## src/rtl/psfe_pkg.sv

```systemverilog
// ----------------------------------------------------------------------------
// psfe_pkg
// Shared types, codes and the byte-wise CRC-32 step of the PNG encoder.
// ----------------------------------------------------------------------------
package psfe_pkg;

  localparam logic [31:0] CrcPoly   = 32'hEDB88320;
  localparam logic [16:0] AdlerMod  = 17'd65521;
  localparam int unsigned CfgDataW  = 13;
  localparam int unsigned CfgIdxW   = 2;
  localparam int unsigned IdxW      = 6;

  localparam logic [CfgIdxW-1:0] RegFrameWidth  = 2'd0;
  localparam logic [CfgIdxW-1:0] RegFrameHeight = 2'd1;

  localparam logic [IdxW-1:0] StartLast   = 6'd42;
  localparam logic [IdxW-1:0] StartIdatLn = 6'd33;
  localparam logic [IdxW-1:0] EndLast     = 6'd19;
  localparam logic [IdxW-1:0] HdrLast     = 6'd4;

  typedef enum logic [2:0] {
    ST_IDLE,
    ST_SIZE,
    ST_START,
    ST_RAW,
    ST_END
  } state_e;

  typedef enum logic [1:0] {
    SEL_START,
    SEL_HDR,
    SEL_RAW,
    SEL_END
  } sel_e;

  typedef struct packed {
    logic            emit;
    sel_e            sel;
    logic [IdxW-1:0] idx;
    logic            last;
    logic            fend;
    logic            take_px;
    logic            frame_init;
    logic            calc;
  } psfe_cmd_t;

  typedef struct packed {
    logic out_free;
    logic block_zero;
    logic raw_one;
    logic col_zero;
    logic div_done;
  } psfe_sts_t;

  function automatic logic [31:0] crc_byte(input logic [31:0] crc, input logic [7:0] b);
    logic [31:0] c;
    c = crc ^ {24'd0, b};
    for (int k = 0; k < 8; k++) begin
      c = c[0] ? ((c >> 1) ^ CrcPoly) : (c >> 1);
    end
    return c;
  endfunction

endpackage

```

## src/rtl/psfe_if.sv

```systemverilog
// ----------------------------------------------------------------------------
// psfe interfaces
// Pixel, byte and configuration channels, valid/ready handshake.
// ----------------------------------------------------------------------------
interface psfe_pix_if;
  logic        valid;
  logic        ready;
  logic [23:0] pixel_rgb;
  modport source (output valid, output pixel_rgb, input ready);
  modport sink   (input valid, input pixel_rgb, output ready);
endinterface

interface psfe_byte_if;
  logic       valid;
  logic       ready;
  logic [7:0] out_byte;
  logic       run_last;
  logic       file_end;
  modport source (output valid, output out_byte, output run_last, output file_end, input ready);
  modport sink   (input valid, input out_byte, input run_last, input file_end, output ready);
endinterface

interface psfe_cfg_if;
  logic        valid;
  logic        ready;
  logic [1:0]  index;
  logic [12:0] data;
  modport source (output valid, output index, output data, input ready);
  modport sink   (input valid, input index, input data, output ready);
endinterface

```

## src/rtl/psfe_ctrl.sv

```systemverilog
// ----------------------------------------------------------------------------
// psfe_ctrl
// Sequencer: frame start, block headers, row bytes and trailer, one byte a cycle unless stalled.
// ----------------------------------------------------------------------------
module psfe_ctrl
  import psfe_pkg::*;
(
  input  logic      clk_i,
  input  logic      rst_ni,
  input  logic      px_valid_i,
  output logic      px_ready_o,
  input  psfe_sts_t sts_i,
  output psfe_cmd_t cmd_o
);

  state_e          state_q, state_d;
  logic [IdxW-1:0] idx_q, idx_d;
  logic [IdxW-1:0] hidx_q, hidx_d;
  logic [1:0]      ridx_q, ridx_d;
  logic            in_frame_q, in_frame_d;
  logic            tail_q, tail_d;
  logic            started_q, started_d;
  logic            acc;

  assign px_ready_o = (state_q == ST_IDLE);
  assign acc        = px_valid_i && px_ready_o;

  always_ff @(posedge clk_i or negedge rst_ni) begin
    if (!rst_ni) begin
      state_q    <= ST_IDLE;
      idx_q      <= '0;
      hidx_q     <= '0;
      ridx_q     <= '0;
      in_frame_q <= 1'b0;
      tail_q     <= 1'b0;
      started_q  <= 1'b0;
    end else begin
      state_q    <= state_d;
      idx_q      <= idx_d;
      hidx_q     <= hidx_d;
      ridx_q     <= ridx_d;
      in_frame_q <= in_frame_d;
      tail_q     <= tail_d;
      started_q  <= started_d;
    end
  end

  always_comb begin
    state_d    = state_q;
    idx_d      = idx_q;
    hidx_d     = hidx_q;
    ridx_d     = ridx_q;
    in_frame_d = in_frame_q;
    tail_d     = tail_q;
    started_d  = started_q;
    cmd_o      = '{emit: 1'b0, sel: SEL_RAW, idx: idx_q, last: 1'b0, fend: 1'b0,
                   take_px: 1'b0, frame_init: 1'b0, calc: 1'b0};
    unique case (state_q)
      ST_IDLE: begin
        if (acc) begin
          cmd_o.take_px = 1'b1;
          idx_d         = '0;
          hidx_d        = '0;
          if (tail_q) begin
            tail_d    = 1'b0;
            started_d = 1'b0;
            state_d   = ST_END;
          end else if (!in_frame_q) begin
            cmd_o.frame_init = 1'b1;
            in_frame_d       = 1'b1;
            started_d        = 1'b1;
            state_d          = ST_SIZE;
          end else begin
            started_d = 1'b0;
            ridx_d    = sts_i.col_zero ? 2'd0 : 2'd1;
            state_d   = ST_RAW;
          end
        end
      end
      ST_SIZE: begin
        cmd_o.calc = 1'b1;
        state_d    = ST_START;
      end
      ST_START: begin
        cmd_o.sel = SEL_START;
        if (sts_i.out_free && (sts_i.div_done || idx_q != StartIdatLn)) begin
          cmd_o.emit = 1'b1;
          if (idx_q == StartLast) begin
            idx_d   = '0;
            ridx_d  = 2'd0;
            state_d = ST_RAW;
          end else begin
            idx_d = idx_q + 1'b1;
          end
        end
      end
      ST_RAW: begin
        if (sts_i.block_zero) begin
          cmd_o.sel = SEL_HDR;
          cmd_o.idx = hidx_q;
          if (sts_i.out_free) begin
            cmd_o.emit = 1'b1;
            hidx_d     = (hidx_q == HdrLast) ? '0 : hidx_q + 1'b1;
          end
        end else begin
          cmd_o.sel  = SEL_RAW;
          cmd_o.idx  = {4'd0, ridx_q};
          cmd_o.last = (ridx_q == 2'd3) && (!sts_i.raw_one || started_q);
          if (sts_i.out_free) begin
            cmd_o.emit = 1'b1;
            ridx_d     = ridx_q + 1'b1;
            if (ridx_q == 2'd3) begin
              if (sts_i.raw_one) begin
                in_frame_d = 1'b0;
                idx_d      = '0;
                if (started_q) begin
                  tail_d  = 1'b1;
                  state_d = ST_IDLE;
                end else begin
                  state_d = ST_END;
                end
              end else begin
                state_d = ST_IDLE;
              end
            end
          end
        end
      end
      ST_END: begin
        cmd_o.sel  = SEL_END;
        cmd_o.last = (idx_q == EndLast);
        cmd_o.fend = (idx_q == EndLast);
        if (sts_i.out_free) begin
          cmd_o.emit = 1'b1;
          if (idx_q == EndLast) begin
            idx_d   = '0;
            state_d = ST_IDLE;
          end else begin
            idx_d = idx_q + 1'b1;
          end
        end
      end
      default: state_d = ST_IDLE;
    endcase
  end

endmodule

```

## src/rtl/psfe_dp.sv

```systemverilog
// ----------------------------------------------------------------------------
// psfe_dp
// Datapath: size regs, length calc by reciprocal multiply, CRC, Adler, byte mux.
// ----------------------------------------------------------------------------
module psfe_dp
  import psfe_pkg::*;
#(
  parameter int unsigned MaxDim   = 4096,
  parameter int unsigned EffBlock = 65535
) (
  input  logic                clk_i,
  input  logic                rst_ni,
  input  logic                cfg_valid_i,
  input  logic [CfgIdxW-1:0]  cfg_index_i,
  input  logic [CfgDataW-1:0] cfg_data_i,
  input  logic [23:0]         pixel_i,
  input  psfe_cmd_t           cmd_i,
  output psfe_sts_t           sts_o,
  input  logic                out_ready_i,
  output logic                out_valid_o,
  output logic [7:0]          out_byte_o,
  output logic                out_last_o,
  output logic                out_fend_o
);

  localparam logic [31:0] Eff32   = 32'(EffBlock);
  localparam logic [31:0] EffM1   = 32'(EffBlock - 1);
  // ceil(2^45 / EffBlock), exact quotient for dividends below 2^29
  localparam logic [63:0] Recip   = ((64'd1 << 45) + 64'(EffBlock) - 64'd1) / 64'(EffBlock);
  localparam logic [21:0] RecipLo = Recip[21:0];
  localparam logic [21:0] RecipHi = Recip[43:22];
  localparam logic [12:0] MaxDim13 = 13'((MaxDim > 8191) ? 8191 : MaxDim);

  logic [12:0] cfg_w_q, cfg_h_q, w_q, h_q, w_d, h_d, col_q, col_d;
  logic [23:0] px_q;
  logic [31:0] raw_q, raw_calc, raw_left_q, raw_left_d, idat_q, idat_d;
  logic [31:0] crc_q, crc_d, crc_src;
  logic [28:0] dvd_q, dvd_d, quot_q, quot_d;
  logic [50:0] plo_q, plo_d, phi_q, phi_d;
  logic [51:0] psum;
  logic [16:0] alow_s, ahigh_s;
  logic [15:0] alow_q, alow_d, ahigh_q, ahigh_d, fill_q, fill_d, blk_len, nlen;
  logic        dload_q, mul_q, sum_q, fin_q, ddone_q, ddone_d;
  logic        out_free, crc_en, crc_init, is_final;
  logic [7:0]  b, rawb;
  logic [14:0] w3;
  logic        out_valid_q;
  logic [7:0]  out_byte_q;
  logic        out_last_q, out_fend_q;

  function automatic logic [12:0] clamp_dim(input logic [12:0] v);
    if (v == '0) return 13'd1;
    if ({19'd0, v} > 32'(MaxDim)) return MaxDim13;
    return v;
  endfunction

  assign out_free   = !out_valid_q || out_ready_i;
  assign w3         = {1'b0, w_q, 1'b0} + {2'd0, w_q} + 15'd1;
  assign raw_calc   = {19'd0, h_q} * {17'd0, w3};
  assign blk_len    = (raw_left_q > Eff32) ? Eff32[15:0] : raw_left_q[15:0];
  assign nlen       = ~blk_len;
  assign is_final   = (raw_left_q <= Eff32);
  assign psum       = {1'b0, phi_q} + {23'd0, plo_q[50:22]};

  assign sts_o = '{out_free: out_free, block_zero: (fill_q == '0),
                   raw_one: (raw_left_q == 32'd1), col_zero: (col_q == '0),
                   div_done: ddone_q};

  always_comb begin
    unique case (cmd_i.idx[1:0])
      2'd0:    rawb = 8'h00;
      2'd1:    rawb = px_q[23:16];
      2'd2:    rawb = px_q[15:8];
      default: rawb = px_q[7:0];
    endcase
  end

  always_comb begin
    b        = 8'h00;
    crc_en   = 1'b0;
    crc_init = 1'b0;
    unique case (cmd_i.sel)
      SEL_START: begin
        crc_en   = (cmd_i.idx >= 6'd12 && cmd_i.idx <= 6'd28) || (cmd_i.idx >= 6'd37);
        crc_init = (cmd_i.idx == 6'd12) || (cmd_i.idx == 6'd37);
        unique case (cmd_i.idx)
          6'd0:  b = 8'h89;
          6'd1:  b = 8'h50;
          6'd2:  b = 8'h4E;
          6'd3:  b = 8'h47;
          6'd4:  b = 8'h0D;
          6'd5:  b = 8'h0A;
          6'd6:  b = 8'h1A;
          6'd7:  b = 8'h0A;
          6'd11: b = 8'd13;
          6'd12: b = 8'h49;
          6'd13: b = 8'h48;
          6'd14: b = 8'h44;
          6'd15: b = 8'h52;
          6'd18: b = {3'd0, w_q[12:8]};
          6'd19: b = w_q[7:0];
          6'd22: b = {3'd0, h_q[12:8]};
          6'd23: b = h_q[7:0];
          6'd24: b = 8'd8;
          6'd25: b = 8'd2;
          6'd29: b = ~crc_q[31:24];
          6'd30: b = ~crc_q[23:16];
          6'd31: b = ~crc_q[15:8];
          6'd32: b = ~crc_q[7:0];
          6'd33: b = idat_q[31:24];
          6'd34: b = idat_q[23:16];
          6'd35: b = idat_q[15:8];
          6'd36: b = idat_q[7:0];
          6'd37: b = 8'h49;
          6'd38: b = 8'h44;
          6'd39: b = 8'h41;
          6'd40: b = 8'h54;
          6'd41: b = 8'h78;
          6'd42: b = 8'h01;
          default: b = 8'h00;
        endcase
      end
      SEL_HDR: begin
        crc_en = 1'b1;
        unique case (cmd_i.idx)
          6'd0:    b = {7'd0, is_final};
          6'd1:    b = blk_len[7:0];
          6'd2:    b = blk_len[15:8];
          6'd3:    b = nlen[7:0];
          default: b = nlen[15:8];
        endcase
      end
      SEL_RAW: begin
        crc_en = 1'b1;
        b      = rawb;
      end
      default: begin
        crc_en   = (cmd_i.idx <= 6'd3) || (cmd_i.idx >= 6'd12 && cmd_i.idx <= 6'd15);
        crc_init = (cmd_i.idx == 6'd12);
        unique case (cmd_i.idx)
          6'd0:  b = ahigh_q[15:8];
          6'd1:  b = ahigh_q[7:0];
          6'd2:  b = alow_q[15:8];
          6'd3:  b = alow_q[7:0];
          6'd4:  b = ~crc_q[31:24];
          6'd5:  b = ~crc_q[23:16];
          6'd6:  b = ~crc_q[15:8];
          6'd7:  b = ~crc_q[7:0];
          6'd12: b = 8'h49;
          6'd13: b = 8'h45;
          6'd14: b = 8'h4E;
          6'd15: b = 8'h44;
          6'd16: b = ~crc_q[31:24];
          6'd17: b = ~crc_q[23:16];
          6'd18: b = ~crc_q[15:8];
          6'd19: b = ~crc_q[7:0];
          default: b = 8'h00;
        endcase
      end
    endcase
  end

  assign crc_src = crc_init ? 32'hFFFF_FFFF : crc_q;
  assign alow_s  = {1'b0, alow_q} + {9'd0, rawb};

  always_comb begin
    w_d        = w_q;
    h_d        = h_q;
    col_d      = col_q;
    crc_d      = crc_q;
    alow_d     = alow_q;
    ahigh_d    = ahigh_q;
    fill_d     = fill_q;
    raw_left_d = raw_left_q;
    ahigh_s    = '0;
    if (cmd_i.frame_init) begin
      w_d     = clamp_dim(cfg_w_q);
      h_d     = clamp_dim(cfg_h_q);
      col_d   = '0;
      fill_d  = '0;
      alow_d  = 16'd1;
      ahigh_d = 16'd0;
    end
    if (cmd_i.emit && crc_en) crc_d = crc_byte(crc_src, b);
    if (cmd_i.emit && cmd_i.sel == SEL_HDR && cmd_i.idx == HdrLast) fill_d = blk_len;
    if (cmd_i.emit && cmd_i.sel == SEL_RAW) begin
      fill_d     = fill_q - 16'd1;
      raw_left_d = raw_left_q - 32'd1;
      alow_d     = (alow_s >= AdlerMod) ? 16'(alow_s - AdlerMod) : alow_s[15:0];
      ahigh_s    = {1'b0, ahigh_q} + {1'b0, alow_d};
      ahigh_d    = (ahigh_s >= AdlerMod) ? 16'(ahigh_s - AdlerMod) : ahigh_s[15:0];
      if (cmd_i.idx[1:0] == 2'd3) col_d = (col_q + 13'd1 >= w_q) ? '0 : col_q + 13'd1;
    end
    if (cmd_i.calc) raw_left_d = raw_calc;
  end

  // block count = ceil(raw / EffBlock): add, two half multiplies, shift, then length
  always_comb begin
    dvd_d   = dvd_q;
    plo_d   = plo_q;
    phi_d   = phi_q;
    quot_d  = quot_q;
    idat_d  = idat_q;
    ddone_d = ddone_q;
    if (cmd_i.frame_init) ddone_d = 1'b0;
    if (dload_q) dvd_d = raw_q[28:0] + EffM1[28:0];
    if (mul_q) begin
      plo_d = {22'd0, dvd_q} * {29'd0, RecipLo};
      phi_d = {22'd0, dvd_q} * {29'd0, RecipHi};
    end
    if (sum_q) quot_d = psum[51:23];
    if (fin_q) begin
      idat_d  = 32'd6 + raw_q + {1'b0, quot_q, 2'b00} + {3'd0, quot_q};
      ddone_d = 1'b1;
    end
  end

  always_ff @(posedge clk_i or negedge rst_ni) begin
    if (!rst_ni) begin
      cfg_w_q     <= 13'd256;
      cfg_h_q     <= 13'd240;
      w_q         <= 13'd1;
      h_q         <= 13'd1;
      col_q       <= '0;
      fill_q      <= '0;
      raw_left_q  <= '0;
      crc_q       <= 32'hFFFF_FFFF;
      alow_q      <= 16'd1;
      ahigh_q     <= '0;
      dload_q     <= 1'b0;
      mul_q       <= 1'b0;
      sum_q       <= 1'b0;
      fin_q       <= 1'b0;
      ddone_q     <= 1'b0;
      out_valid_q <= 1'b0;
    end else begin
      if (cfg_valid_i && cfg_index_i == RegFrameWidth)  cfg_w_q <= cfg_data_i;
      if (cfg_valid_i && cfg_index_i == RegFrameHeight) cfg_h_q <= cfg_data_i;
      w_q         <= w_d;
      h_q         <= h_d;
      col_q       <= col_d;
      fill_q      <= fill_d;
      raw_left_q  <= raw_left_d;
      crc_q       <= crc_d;
      alow_q      <= alow_d;
      ahigh_q     <= ahigh_d;
      dload_q     <= cmd_i.calc;
      mul_q       <= dload_q;
      sum_q       <= mul_q;
      fin_q       <= sum_q;
      ddone_q     <= ddone_d;
      if (out_free) out_valid_q <= cmd_i.emit;
    end
  end

  always_ff @(posedge clk_i) begin
    if (cmd_i.take_px) px_q <= pixel_i;
    if (cmd_i.calc) raw_q <= raw_calc;
    dvd_q  <= dvd_d;
    plo_q  <= plo_d;
    phi_q  <= phi_d;
    quot_q <= quot_d;
    idat_q <= idat_d;
    if (cmd_i.emit && out_free) begin
      out_byte_q <= b;
      out_last_q <= cmd_i.last;
      out_fend_q <= cmd_i.fend;
    end
  end

  assign out_valid_o = out_valid_q;
  assign out_byte_o  = out_byte_q;
  assign out_last_o  = out_last_q;
  assign out_fend_o  = out_fend_q;

endmodule

```

## src/rtl/png_stored_frame_encoder.sv

```systemverilog
// ----------------------------------------------------------------------------
// png_stored_frame_encoder
// Streams RGB pixels out as an uncompressed PNG file, one byte per transfer.
// ----------------------------------------------------------------------------
// Channels: pix_i takes one 24-bit RGB pixel per transfer in raster order;
// out_o gives one file byte per transfer, run_last on the last byte a pixel
// causes, file_end on the last IEND byte; cfg_i writes frame_width (index 0)
// and frame_height (index 1), sampled at the first pixel of each frame.
// A pixel is taken only while the sequencer is idle; it then emits its bytes
// at one per cycle while the receiver is ready, from a single output register:
// 3 pixel bytes, plus a row filter byte at each row start and 5 bytes for each
// stored-block header, then returns to idle. The first pixel of a frame adds
// 43 header bytes and a setup state; the IDAT length comes from a reciprocal
// multiply pipeline; the header waits at that field until it is done. The last
// pixel adds 20 trailer bytes; for a one-pixel frame they go out on the next
// transfer. Reset restores 256 x 240 and the frame start. A stalled receiver
// holds the output register and the sequencer waits; nothing is dropped.
// ----------------------------------------------------------------------------
module png_stored_frame_encoder
  import psfe_pkg::*;
#(
  parameter int unsigned MAX_DIM          = 4096,
  parameter int unsigned STORED_BLOCK_MAX = 65535
) (
  input  logic  clk_i,
  input  logic  rst_ni,
  psfe_pix_if.sink    pix_i,
  psfe_cfg_if.sink    cfg_i,
  psfe_byte_if.source out_o
);

  localparam int unsigned EffBlock = (STORED_BLOCK_MAX < 4) ? 4 : STORED_BLOCK_MAX;

  psfe_cmd_t cmd;
  psfe_sts_t sts;

  assign cfg_i.ready = 1'b1;

  psfe_ctrl u_ctrl (
    .clk_i      (clk_i),
    .rst_ni     (rst_ni),
    .px_valid_i (pix_i.valid),
    .px_ready_o (pix_i.ready),
    .sts_i      (sts),
    .cmd_o      (cmd)
  );

  psfe_dp #(
    .MaxDim   (MAX_DIM),
    .EffBlock (EffBlock)
  ) u_dp (
    .clk_i       (clk_i),
    .rst_ni      (rst_ni),
    .cfg_valid_i (cfg_i.valid),
    .cfg_index_i (cfg_i.index),
    .cfg_data_i  (cfg_i.data),
    .pixel_i     (pix_i.pixel_rgb),
    .cmd_i       (cmd),
    .sts_o       (sts),
    .out_ready_i (out_o.ready),
    .out_valid_o (out_o.valid),
    .out_byte_o  (out_o.out_byte),
    .out_last_o  (out_o.run_last),
    .out_fend_o  (out_o.file_end)
  );

endmodule

```

## src/flat_wrapper.sv

```systemverilog
// flat-port wrapper written by rule: the top's interface ports become plain ports
module png_stored_frame_encoder_flat import psfe_pkg::*;
#(
  parameter int unsigned MAX_DIM          = 4096,
  parameter int unsigned STORED_BLOCK_MAX = 65535
)
  (clk_i, rst_ni, pix_i_valid, pix_i_pixel_rgb, pix_i_ready, cfg_i_valid, cfg_i_index, cfg_i_data, cfg_i_ready, out_o_valid, out_o_out_byte, out_o_run_last, out_o_file_end, out_o_ready);
  psfe_pix_if pix_i_i ();
  psfe_cfg_if cfg_i_i ();
  psfe_byte_if out_o_i ();
  input  logic clk_i;
  input  logic rst_ni;
  input wire logic [$bits(pix_i_i.valid)-1:0] pix_i_valid;
  input wire logic [$bits(pix_i_i.pixel_rgb)-1:0] pix_i_pixel_rgb;
  output wire logic [$bits(pix_i_i.ready)-1:0] pix_i_ready;
  input wire logic [$bits(cfg_i_i.valid)-1:0] cfg_i_valid;
  input wire logic [$bits(cfg_i_i.index)-1:0] cfg_i_index;
  input wire logic [$bits(cfg_i_i.data)-1:0] cfg_i_data;
  output wire logic [$bits(cfg_i_i.ready)-1:0] cfg_i_ready;
  output wire logic [$bits(out_o_i.valid)-1:0] out_o_valid;
  output wire logic [$bits(out_o_i.out_byte)-1:0] out_o_out_byte;
  output wire logic [$bits(out_o_i.run_last)-1:0] out_o_run_last;
  output wire logic [$bits(out_o_i.file_end)-1:0] out_o_file_end;
  input wire logic [$bits(out_o_i.ready)-1:0] out_o_ready;
  assign pix_i_i.valid = pix_i_valid;
  assign pix_i_i.pixel_rgb = pix_i_pixel_rgb;
  assign pix_i_ready = pix_i_i.ready;
  assign cfg_i_i.valid = cfg_i_valid;
  assign cfg_i_i.index = cfg_i_index;
  assign cfg_i_i.data = cfg_i_data;
  assign cfg_i_ready = cfg_i_i.ready;
  assign out_o_valid = out_o_i.valid;
  assign out_o_out_byte = out_o_i.out_byte;
  assign out_o_run_last = out_o_i.run_last;
  assign out_o_file_end = out_o_i.file_end;
  assign out_o_i.ready = out_o_ready;
  png_stored_frame_encoder #(.MAX_DIM(MAX_DIM), .STORED_BLOCK_MAX(STORED_BLOCK_MAX)) u_core (.clk_i(clk_i), .rst_ni(rst_ni), .pix_i(pix_i_i), .cfg_i(cfg_i_i), .out_o(out_o_i));
endmodule
```

## config.mk

```make
export PLATFORM = sky130hd
export DESIGN_NAME = png_stored_frame_encoder_flat
export DESIGN_NICKNAME = d
export VERILOG_FILES = /design/src/rtl/psfe_pkg.sv /design/src/rtl/psfe_if.sv /design/src/rtl/psfe_ctrl.sv /design/src/rtl/psfe_dp.sv /design/src/rtl/png_stored_frame_encoder.sv /design/src/flat_wrapper.sv
export SDC_FILE = /design/constraint.sdc
export NUM_CORES = 1
export LEC_CHECK = 0
export ABC_AREA = 1
export BUFFER_PORTS_ARGS = -buffer_cell sky130_fd_sc_hd__buf_2
export CAP_MARGIN = 25
export CORE_MARGIN = 1
export CORE_UTILIZATION = 28
export DETAILED_ROUTE_END_ITERATION = 16
export PLACE_DENSITY = 0.49
export SLEW_MARGIN = 15
export SYNTH_ARGS = -nofsm -noshare
export SYNTH_HDL_FRONTEND = slang
export SYNTH_SLANG_ARGS = --single-unit
```

## constraint.sdc

```tcl
create_clock -name clk_i -period 8.6 [get_ports clk_i]
set_input_delay 1.29 -clock clk_i [delete_from_list [all_inputs] [get_ports clk_i]]
set_output_delay 1.29 -clock clk_i [all_outputs]
set_load 0.01 [all_outputs]
```

### Yosys cells after proc, flatten, opt, wreduce, memory -nomap -nowiden

Index checks and enable logic that the tools add are counted.

* bits in registers: 427
* bits of input ports: 44
* output and inout port bits: 13
* word-level logic and storage cells: 306

* add/subtract/negate cells: 17
* $mul: 2
* $lt $le $gt $ge: 12
* eq/ne operators: 63
* multiplexer cells: 113
* bitwise logic cells: 14
* reductions and logical operators: 52

Operators by type and width (count)
* 32-bit 2-to-1 mux: 11
* 8-bit case mux with 29 select lines: 1
* 13-bit 2-to-1 mux: 12
* 16-bit 2-to-1 mux: 9
* 13-bit NOT with 14-bit output: 8
* 8-bit case mux with 12 select lines: 1
* 6-bit 2-to-1 mux: 13
* 6-bit by 5-bit == test with 1-bit output (second input constant): 12
* 6-bit == test (second input constant): 12
* 8-bit case mux with 3 select lines: 2
* 29-bit by 14-bit multiplier with 43-bit output (second input constant): 1
* 13-bit zero test: 3
* 36-bit by 21-bit adder with 37-bit output: 1
* 17-bit by 16-bit greater-or-equal comparator with 1-bit output (second input constant): 2
* 3-bit 2-to-1 mux: 11
* 29-bit by 31-bit adder with 32-bit output: 1
* 32-bit by 29-bit adder with 32-bit output: 1
* 32-bit by 1-bit == test with 1-bit output (second input constant): 1
* 32-bit by 16-bit > comparator with 1-bit output (second input constant): 1
* 32-bit by 16-bit less-or-equal comparator with 1-bit output (second input constant): 1
* 8-bit NOT: 4
* 8-bit case mux with 4 select lines: 1
* 16-bit subtractor (second input constant): 2
* 32-bit by 1-bit subtractor with 32-bit output (second input constant): 1
* other kinds (56): 161

### Depth between registers and ports, before layout

* word-level depth: 26
* mapped depth: 65
* gate-level depth less buffers: 62

### Modules after synthesis

Synthesis repeated with hierarchy kept, for this count alone.

* cells, all modules: 3992
* area, all modules: 31393.9 µm²

By module, submodules not included
* psfe_dp: instances 1, cells an instance 3757, area each 29744.8 µm², seq. area each 9944.5 µm²
* psfe_ctrl: instances 1, cells an instance 233, area each 1637.8 µm², seq. area each 500.5 µm²
* png_stored_frame_encoder: instances 1, cells an instance 2, area each 11.3 µm², seq. area each 0.0 µm²

### Least setup slack after synthesis

OpenSTA, ideal clock, no wires.

* path type: register to register
* from: register u_core.u_dp.fill_q[0]
* to: register u_core.u_dp.ahigh_q[4]
* setup time: 0.118 ns
* arrival: 7.219 ns
* data required time: 8.482 ns
* setup slack: 1.263 ns
* stages on the path, launching flop included: 64
* path buffers: 3
* clock period less this slack: 7.337 ns
* cells stage by stage: dfrtp_1 inv_1 ha_1 inv_1 nor2_1 nand2_1 nor2_4 nand4_1 nand3_4 buf_2 nand2_1 nand2_1 a21oi_1 o21bai_1 inv_1 ha_1 inv_1 fa_1 [... 28 more ...] a21oi_1 o21ai_1 nand2_1 inv_1 nand2_1 nand2_1 nand2_1 nand2_1 nand2_1 nor2_1 nand3_1 nand2_1 clkinv_1 nand3_1 buf_2 nand2_1 nand3_1 nand2_1

* word-level cells in the longest chain between the ends: 12
* elaborated cells between the ends (all ways): 20
* classes of those cells: 4 x add/sub; 2 x order compare; 3 x eq/ne; 7 x mux; 4 x reduce/logical

RTL lines
* start, declared: line psfe_dp.sv:42 `logic [15:0] alow_q, alow_d, ahigh_q, ahigh_d, fill_q, fill_d, blk_len, nlen;`
* start signal, assigned: line psfe_dp.sv:242 `fill_q <= fill_d;`
* 16-bit zero test *: line psfe_dp.sv:65 `assign sts_o = '{out_free: out_free, block_zero: (fill_q == '0),`
* 8-bit 2-to-1 mux *: line psfe_ctrl.sv:98 `if (sts_i.block_zero) begin`
* 6-bit 2-to-1 mux: line psfe_ctrl.sv:58 `unique case (state_q)`
* 2-bit == test, or another cell as far along: line psfe_dp.sv:70 `unique case (cmd_i.idx[1:0])`
* 8-bit case mux with 3 select lines: line psfe_dp.sv:70
* 16-bit by 8-bit adder with 17-bit output: line psfe_dp.sv:164 `assign alow_s = {1'b0, alow_q} + {9'd0, rawb};`
* 16-bit subtractor / 17-bit by 16-bit greater-or-equal comparator with 1-bit output (equally long branches): line psfe_dp.sv:189 `alow_d = (alow_s >= AdlerMod) ? 16'(alow_s - AdlerMod) : alow_s[15:0];`
* 16-bit 2-to-1 mux: line psfe_dp.sv:189
* 16-bit by 16-bit adder with 17-bit output: line psfe_dp.sv:190 `ahigh_s = {1'b0, ahigh_q} + {1'b0, alow_d};`
* 16-bit subtractor / 17-bit by 16-bit greater-or-equal comparator with 1-bit output (equally long branches): line psfe_dp.sv:191 `ahigh_d = (ahigh_s >= AdlerMod) ? 16'(ahigh_s - AdlerMod) : ahigh_s[15:0];`
* 16-bit 2-to-1 mux: line psfe_dp.sv:191
* 16-bit 2-to-1 mux: line psfe_dp.sv:186 `if (cmd_i.emit && cmd_i.sel == SEL_RAW) begin`
* end signal, assigned: line psfe_dp.sv:246 `ahigh_q <= ahigh_d;`
* end, declared: line psfe_dp.sv:42

Mark *: on every way between the ends. The rest lies on a longest branch, timed or not.
A chain may end at the register's enable or synchronous reset.

### Final worst setup path

* from: register u_core.u_dp.w_q[2]
* to: register u_core.u_dp.raw_left_q[27]

* word-level cells in the longest chain between the ends: 4

RTL lines
* start, declared: line psfe_dp.sv:34 `logic [12:0] cfg_w_q, cfg_h_q, w_q, h_q, w_d, h_d, col_q, col_d;`
* start signal, assigned: line psfe_dp.sv:239 `w_q <= w_d;`
* 14-bit by 13-bit adder with 15-bit output: line psfe_dp.sv:58 `assign w3 = {1'b0, w_q, 1'b0} + {2'd0, w_q} + 15'd1;`
* 15-bit by 1-bit adder with 15-bit output: line psfe_dp.sv:58
* 13-bit by 15-bit multiplier with 28-bit output: line psfe_dp.sv:59 `assign raw_calc = {19'd0, h_q} * {17'd0, w3};`
* 32-bit 2-to-1 mux: line psfe_dp.sv:194 `if (cmd_i.calc) raw_left_d = raw_calc;`
* end signal, assigned: line psfe_dp.sv:243 `raw_left_q <= raw_left_d;`
* end, declared: line psfe_dp.sv:36 `logic [31:0] raw_q, raw_calc, raw_left_q, raw_left_d, idat_q, idat_d;`

No other way between the ends.

==> results_dict.tcl <==
set metrics [dict create \
    crit_path_start_kind "flop" \
    use_met2_pct 27.6 \
    critPathMostFrequentCell "nand2_1" \
    htree_levels 2 \
    regArea_mm2 0.0104 \
    drtPass1Iterations 6 \
    grt.busiest_layer "met2" \
    hpwl_um 76100 \
    coreArea_mm2 0.111 \
    hold_viol 0 \
    yosysUniqueCellTypes 67 \
    postPlaceCellArea_mm2 0.0332 \
    cts_buffer_depth 3 \
    fillCellCount 11800 \
    syn-num-nets 4304 \
    clkTransAtPathRegs_ps 60 \
    wl_per_cell_um 17.7 \
    critPathMaxStageDelay_ps 580 \
    tns_ps 0 \
    io_pins 57 \
    routed_wl_um 96900 \
    ys_seq_area_share_pct 33.4 \
    syn_area_mm2 0.0312 \
    start_util_pct 28.2 \
    areaGrowthSynthToFinish_pct 12.1 \
    dieArea_mm2 0.113 \
    drtIter0Drc 2061 \
    grt_max_degree 111 \
    clock_sinks 380 \
    tightest_slew_ps 1120 \
    drc 0 \
    synth_top_flop_cell "edfxtp_1" \
    slew_headroom_pct 24.9 \
    cp_max_fo 8 \
    whs_ps 468 \
    hp-class "reg -> reg" \
    syn_inst 3874 \
    portBuffers 55 \
    rows 122 \
    final_common_cell "nand2_1" \
    track_usage_pct 17.2 \
    cts_tree "done" \
    cts_buffers 48 \
    grt_overflow 0 \
    ant_nets 0 \
    setup.worst_path.end_class "flop" \
    async_flop_share_pct 53.4 \
    critical_path_arrival_ps 8300 \
    drv_cap 0 \
    use_met3_pct 1.74 \
    nets 4364 \
    clk_latency_ps 600 \
    finalSetupViolations 0 \
    ys_ff_latch 380 \
    dieHeight_um 336 \
    grt_pass1_wl_um 152000 \
    root_buffer "clkbuf_16" \
    multi_input_area_mm2 0.0183 \
    met1_usage_pct 24.6 \
    yosys_warnings 0 \
    fmax_ghz 0.128 \
    fin_crit_sh_pct 91.1 \
    synth_edf_count 177 \
    via_per_inst 4.78 \
    fin_crit_ps 7830 \
    criticalPathCategory "reg -> reg" \
    place.gp.congestion 0.930 \
    die_w_um 336 \
    finalClockSkew_ps 17.6 \
    drive_gt1_share_pct 8.38 \
    grt_pass1_vias 25600 \
    finalInstanceArea_mm2 0.0350 \
    vias 26100 \
    slowest_stage "fa_1" \
    status "complete, no violations" \
    synth_area_per_cell_um2 8.06 \
    worstPathRequired_ps 9070 \
    grt_antenna_before_repair 3 \
    diodes 0 \
    slew_violations 0 \
    mostFrequentLayoutCells "nand2_1, inv_1, nor2_1" \
]
critical path, delay by kind of cell, from the launching register on:
kind / cells / cell delay [ps]
xor gates and xnor gates: 1 / 200
DFF: 1 / 450
adders and majority gates: 7 / 3280
buffers and inverters: 7 / 600
and+or+nand+nor: 11 / 1200
AOI/OAI and AO/OA: 12 / 1970
worst paths after layout:
check                                            from                    endpoint  slack (ps)  depth (start not counted)
max in group asynchronous                      rst_ni           u_core.u_dp.mul_q        6440                          2
max reg2reg                        u_core.u_dp.w_q[2]  u_core.u_dp.raw_left_q[27]         770                         38
min reg2reg                u_core.u_dp.raw_left_q[31]  u_core.u_dp.raw_left_q[31]         470                          1
min in group asynchronous                      rst_ni      u_core.u_ctrl.idx_q[4]         770                          1
max                                u_core.u_dp.w_q[2]  u_core.u_dp.raw_left_q[27]         770                         38
min                        u_core.u_dp.raw_left_q[31]  u_core.u_dp.raw_left_q[31]         470                          1
area by class of cell:
| cell class | count | area share [%] |
|---|---|---|
| Tap cell | 1488 | 5.32 |
| Inverter | 560 | 6.01 |
| Sequential cell | 380 | 29.8 |
| Clock inverter | 34 | 1.16 |
| Timing Repair Buffer | 95 | 1.78 |
| Multi-Input combinational cell | 2849 | 52.4 |
| Clock buffer | 55 | 3.54 |
flip-flops by register name (all words and copies together), names as in the netlist, 14 cells and up:
register and flops:
u_core.u_dp.crc_q 32, u_core.u_dp.raw_left_q 32, u_core.u_dp.dvd_q 29, u_core.u_dp.idat_q 29
u_core.u_dp.phi_q 29, u_core.u_dp.raw_q 28, u_core.u_dp.px_q 24, u_core.u_dp.ahigh_q 16
u_core.u_dp.alow_q 16, u_core.u_dp.fill_q 16, u_core.u_dp.plo_q 14, u_core.u_dp.quot_q 14
synthesized netlist by cell type, drive strengths merged (44+ instances only):
master / number / area share [%]
nand2: 955 / 12
inv: 550 / 6.6
nor2: 402 / 5.3
ha: 227 / 9.1
o21ai: 224 / 3.6
nand3: 215 / 3.6
a21oi: 182 / 3.0
edfxtp: 177 / 17
dfrtp: 163 / 13
fa: 159 / 10
xor2: 145 / 4.1
nand4: 82 / 1.7
clkbuf: 55 / 0.66
nor3: 44 / 0.71
stage by stage:
| stage | util [%] | std cells | worst slack, ps |
|---|---|---|---|
| finish | 31.6 | 5461 | 766 |
| global route | 31.6 | 5461 | -21.0 |
| CTS | 31.5 | 5450 | 221 |
| detailed placement | 30.0 | 5361 | 264 |
| global placement | 30.0 | 5361 | 286 |
| floorplan | - | 3874 | 1260 |
metal layers:
layer	wire length (µm)	up-vias
li1	-	12800
met1	46200	12600
met2	43900	607
met3	4250	121
met4	2470	2
met5	13	-
cell families after synthesis:
group	after synthesis	synth area share (%)
other	1	0.0120
AO/OA/AOI/OAI	531	9.67
adder cells (fa/ha/maj)	386	19.3
AND/OR/NAND/NOR	1749	24.4
flip-flops	380	33.4
buffers and inverters	645	8.05
XOR/XNOR	182	5.10
repair_timing:
action                     in CTS  in global routing
gates resized for setup         0                 17
buffers inserted                0                 10
setup endpoints to repair       0                 23
hold buffers                    0                  0
Power is not shown: default switching activity piles up to over one toggle a cycle in this logic, so the estimate is an artifact.
